File: config.mk
export PLATFORM = sky130hd
export DESIGN_NAME = mts_ram
export DESIGN_NICKNAME = d
export VERILOG_FILES = /design/src/design/mts_ram.sv
export SDC_FILE = /design/constraint.sdc
export NUM_CORES = 2
export LEC_CHECK = 0
export ABC_CLOCK_PERIOD_IN_PS = 5000
export BUFFER_PORTS_ARGS = -buffer_cell sky130_fd_sc_hd__buf_2
export CAP_MARGIN = 20
export CORE_ASPECT_RATIO = 0.8
export CORE_UTILIZATION = 50
export DETAILED_ROUTE_END_ITERATION = 6
export PLACE_DENSITY_LB_ADDON = 0.25
export SYNTH_ARGS = -nofsm -noshare
export SYNTH_HDL_FRONTEND = slang
export SYNTH_SLANG_ARGS = --single-unit
File: constraint.sdc
create_clock -name clock -period 5 [get_ports clock]
set_clock_uncertainty 0.05 [all_clocks]
set_input_delay 0.5 -clock clock [delete_from_list [all_inputs] [get_ports clock]]
set_output_delay 0.5 -clock clock [all_outputs]
set_load 0.05 [all_outputs]
File: src/design/mts_ram.sv
`timescale 1ns / 1ps
// ----------------------------------------------------------------------------
// mts_ram: simple dual-port stack memory
// One write port, one read port, read data registered.
// ----------------------------------------------------------------------------
module mts_ram #(
   parameter int unsigned DEPTH = 64,
   parameter int unsigned WIDTH = 32
) (
   input  logic                     clock,
   input  logic                     wr_en,
   input  logic [$clog2(DEPTH)-1:0] wr_addr,
   input  logic [WIDTH-1:0]         wr_data,
   input  logic [$clog2(DEPTH)-1:0] rd_addr,
   output logic [WIDTH-1:0]         rd_data
);

   logic [WIDTH-1:0] mem [DEPTH];
   logic [WIDTH-1:0] rd_data_ff;

   always_ff @(posedge clock) begin
      if (wr_en) begin
         mem[wr_addr] <= wr_data;
      end
      rd_data_ff <= mem[rd_addr];
   end

   assign rd_data = rd_data_ff;

endmodule

**After elaboration in Yosys (flattened, before gate mapping)**

Memories as Yosys holds them, arrays and structs flattened. A register that Yosys moved wholly into a read port is not among the register bits.
Cells that the tools add are included.

- Multiplexer cells: 2

Operators by type and width:

| kind | number |
|---|---|
| $mux 1 | 2 |

- Bits in registers: 0
- Logic and storage cells: 3
- Input bits: 46
- Memories kept: 1
- RAM bits: 2048
- Output and inout port bits: 32

Memory list:

| memory | depth | width | rd ports | clocked after Yosys merged registers in | write ports | line | source |
|---|---|---|---|---|---|---|---|
| mem | 64 | 32 | 1 | 1 | 1 | 18 | `logic [WIDTH-1:0] mem [DEPTH];` |

**Logic depth before layout (Yosys ltp)**

- Depth after elaboration: 2
- Depth in mapped cells: 10
- Gate-level depth less buffers: 5

**Least setup slack after synthesis**

No wires, ideal clock.

- Kind: input-to-reg
- From: input wr_addr[3]
- To: memory mem[48][0] (enable)
- Cell stages on the path: 4
- Slack: 1.290 ns
- Required time: 4.489 ns
- Setup time: 0.461 ns
- Data arrival time: 3.199 ns
- Cells stage by stage: clkbuf_1 nor2b_1 nand4b_1 nor3_1

RTL lines:

| element | line | source |
|---|---|---|
| start: declaration | 12 | `input logic [$clog2(DEPTH)-1:0] wr_addr,` |
| end: declaration | 18 |  |

No word-level cell before the write port.

==> run metrics <==
status finished clean; end of the worst register-to-register path rd_data[12]$_DFF_P_; static power due to leakage 27.7 nW; clock buffers created by TritonCTS 190; RSZ-0062 raised after global routing no; first-pass GRT wire length 282,000 µm; sequential cell area fraction in the yosys report 0.791; power per cell area 401 nW/µm²; Syn Inst Count 3,324; critical path type input pin to flop; # DRC 0; Vias 37,000; number of synthesized flops with an enable pin 2,048; max-capacitance violation count 0; clock tree from TritonCTS done; Root Buffer sky130_fd_sc_hd__clkbuf_16; maximum number of pins on one net before global-route repair 66; total setup violations reported at the end of the flow 0; source of the worst hold timing path wr_data[3]; number of buffers between clock root and the deepest sink 3; largest driver fanout on the critical path 44; worst reg2reg startpoint mem[43][12]$_DFFE_PP_; number of hold-slack violations in the final timing report 0; width of the die 445 µm; Chip Height 356 µm; async set-or-reset flop fraction in the synthesized netlist 0; path depth of the worst reg2reg path 4; ratio of routed vias to standard cells 6.32; Yosys Warn Count 0; number of iterations in the first detailed-routing pass 5; later-pin clock latency in the skew report 0.84 ns; post-synth cell types 34; routability congestion estimate 0.812; Max Slew Vio Count 0; Final Routed Wirelength 200,000 µm; core area 155,000 µm²; starting density of the core 0.506; Highest Clock Rate 0.348 GHz; final critical-path required period 2.87 ns; dominant synthesized flop cell sky130_fd_sc_hd__edfxtp_1; startpoint class of the critical path input pin; data required time of the worst path 5.62 ns; Peak VDD IR 298 µV; TritonCTS sink count 2,080; area of all placed cells without fillers 89,000 µm²; fraction of layout cells with a size suffix above 1 0.301; Boundary Pins 78; most used cells in the layout excluding fill and tap cells sky130_fd_sc_hd__edfxtp_1 (2,048), sky130_fd_sc_hd__mux4_2 (544), sky130_fd_sc_hd__clkbuf_16 (195); TNS Setup 0 ns; mean routed wirelength per cell 34.1 µm; headroom to the max-slew limit 0.236; count of buffers from port buffering 77; Area after DPL 82,600 µm²; antenna violations before repair 16; synthesized flop and latch total 2,080; crit end category flop; overall fraction of global-route tracks in use 0.255; Filler cells 11,200; slew of the pin with the lowest slew margin 1.14 ns; half-perimeter wire length of the detailed placement result 115,000 µm; # Post-CTS Setup Buffers 0; nets in the synthesized netlist 3,370; FP Rows 129; DIE AREA 159,000 µm²; Area Growth Syn to Fin 13.4%; Netlist Area Pre-Place 78,500 µm²; reg-to-reg slack, setup 2.63 ns; CTS HTree Levels 4; Avg Inst Size Synth 23.6 µm²; remaining global-route overflow 0; worst hold endpoint mem[41][3]$_DFFE_PP_; most common cell after layout, fill and taps aside sky130_fd_sc_hd__edfxtp_1; arrival time reported for the critical path endpoint 3.49 ns; Worst Hold Class input pin to flop; number of cells on the worst hold path 1; antenna violation net count after detailed routing 0; number of global-route vias before repair 36,800; clock input transition at the sequential cells of the worst setup and hold paths 0.06 ns; detailed router's first-iteration violation count 5,249; final worst path period share 0.574; fin nets 3,637
-- layer usage --
metal | track usage | part of all wire | vias up
met3 | 0.0460 | 0.087 | 224
met4 | 0.0635 | 0.019 | 4
met1 | 0.387 | 0.43 | 20300
met2 | 0.387 | 0.47 | 1732
met5 | 0 | 0.00010 | -
li1 | - | - | 14800
-- kinds of logic (layout without fill, tap and decap cells) --
family / count (synthesis) / in the layout / synth area share
simple gates: 223 / 223 / 0.0127
buf+inv: 182 / 610 / 0.0113
flops: 2080 / 2080 / 0.791
mux: 637 / 637 / 0.168
other cells: 0 / 9 / 0
compound gates: 202 / 202 / 0.0167
-- Yosys cell counts (12+ instances only) --
cell / instances / area (µm²)
sky130_fd_sc_hd__buf_4: 25 / 188
sky130_fd_sc_hd__mux4_2: 544 / 12300
sky130_fd_sc_hd__a22oi_1: 12 / 90.1
sky130_fd_sc_hd__edfxtp_1: 2048 / 61500
sky130_fd_sc_hd__o22ai_1: 84 / 526
sky130_fd_sc_hd__dfxtp_1: 32 / 641
sky130_fd_sc_hd__mux2i_1: 93 / 931
sky130_fd_sc_hd__buf_1: 21 / 78.8
sky130_fd_sc_hd__o221ai_1: 27 / 236
sky130_fd_sc_hd__buf_2: 57 / 285
sky130_fd_sc_hd__a21oi_1: 62 / 310
sky130_fd_sc_hd__clkbuf_1: 74 / 278
sky130_fd_sc_hd__nor2b_1: 15 / 93.8
sky130_fd_sc_hd__nor2_1: 137 / 514
sky130_fd_sc_hd__nand2_1: 26 / 97.6
-- final cells by class --
type	instances	area, µm²	area share
Clock inverter	101	972	0.0109
Clock buffer	252	5160	0.0580
Tap cell	2096	2620	0.0295
Timing Repair Buffer	257	2120	0.0239
Antenna cell	9	22.5	0.000253
Sequential cell	2080	62100	0.698
Multi-Input combinational cell	1062	16000	0.179
-- worst max-delay path by stage --
| stage | end | from | cells past startpoint | slack, ns |
|---|---|---|---|---|
| after global routing | rd_data[28]$_DFF_P_ | rd_addr[0] | 8 | 2.04 |
| final | rd_data[0]$_DFF_P_ | rd_addr[0] | 8 | 2.13 |
| after global placement | rd_data[14]$_DFF_P_ | rd_addr[0] | 7 | 1.04 |
| after floorplan | mem[48][0]$_DFFE_PP_ | wr_addr[3] | 4 | 1.29 |
| after CTS | rd_data[14]$_DFF_P_ | rd_addr[0] | 7 | 1.95 |
| after detailed placement | rd_data[14]$_DFF_P_ | rd_addr[0] | 7 | 1.06 |
-- stage by stage --
| stage | total power (W) | setup WS (ns) | utilization | hold slack (ns) | std cells |
|---|---|---|---|---|---|
| 6_report | 0.0357 | 2.13 | 0.573 | 0.0286 | 5857 |
| 3_5_place_dp | 0.0217 | 1.06 | 0.532 | 0.693 | 5481 |
| 5_1_grt | 0.0367 | 2.04 | 0.573 | 0.00941 | 5854 |
| 3_3_place_gp | 0.0217 | 1.04 | 0.532 | 0.672 | 5479 |
| 2_1_floorplan | 0.0208 | 1.29 | - | 0.549 | 3324 |
| 4_1_cts | 0.0359 | 1.95 | 0.572 | 0.0278 | 5834 |
-- sequential cells by signal, indices dropped and copies added (netlist names) --
name and count:
rd_data 32, mem 2048
-- power breakdown --
part	switching, W	total (W)	internal, W
Clock	0.00631	0.0144	0.00810
Combinational	0.00125	0.00193	0.000676
Sequential	0.0000835	0.0194	0.0193
-- repair_timing --
item / in CTS / in global routing
resized for setup: 0 / 0
endpoints found under the hold margin: 0 / 17
hold buffers: 0 / 2
-- worst max-delay path, cell delays in order --
cell,delay [ns]
sky130_fd_sc_hd__buf_8,0.48
sky130_fd_sc_hd__buf_12,0.29
sky130_fd_sc_hd__buf_12,0.31
sky130_fd_sc_hd__mux4_2,0.56
sky130_fd_sc_hd__o221ai_1,0.21
sky130_fd_sc_hd__a21oi_1,0.15
sky130_fd_sc_hd__a21oi_1,0.79
sky130_fd_sc_hd__nor2_1,0.07
Note: power is estimated with default switching activity, not from simulation.
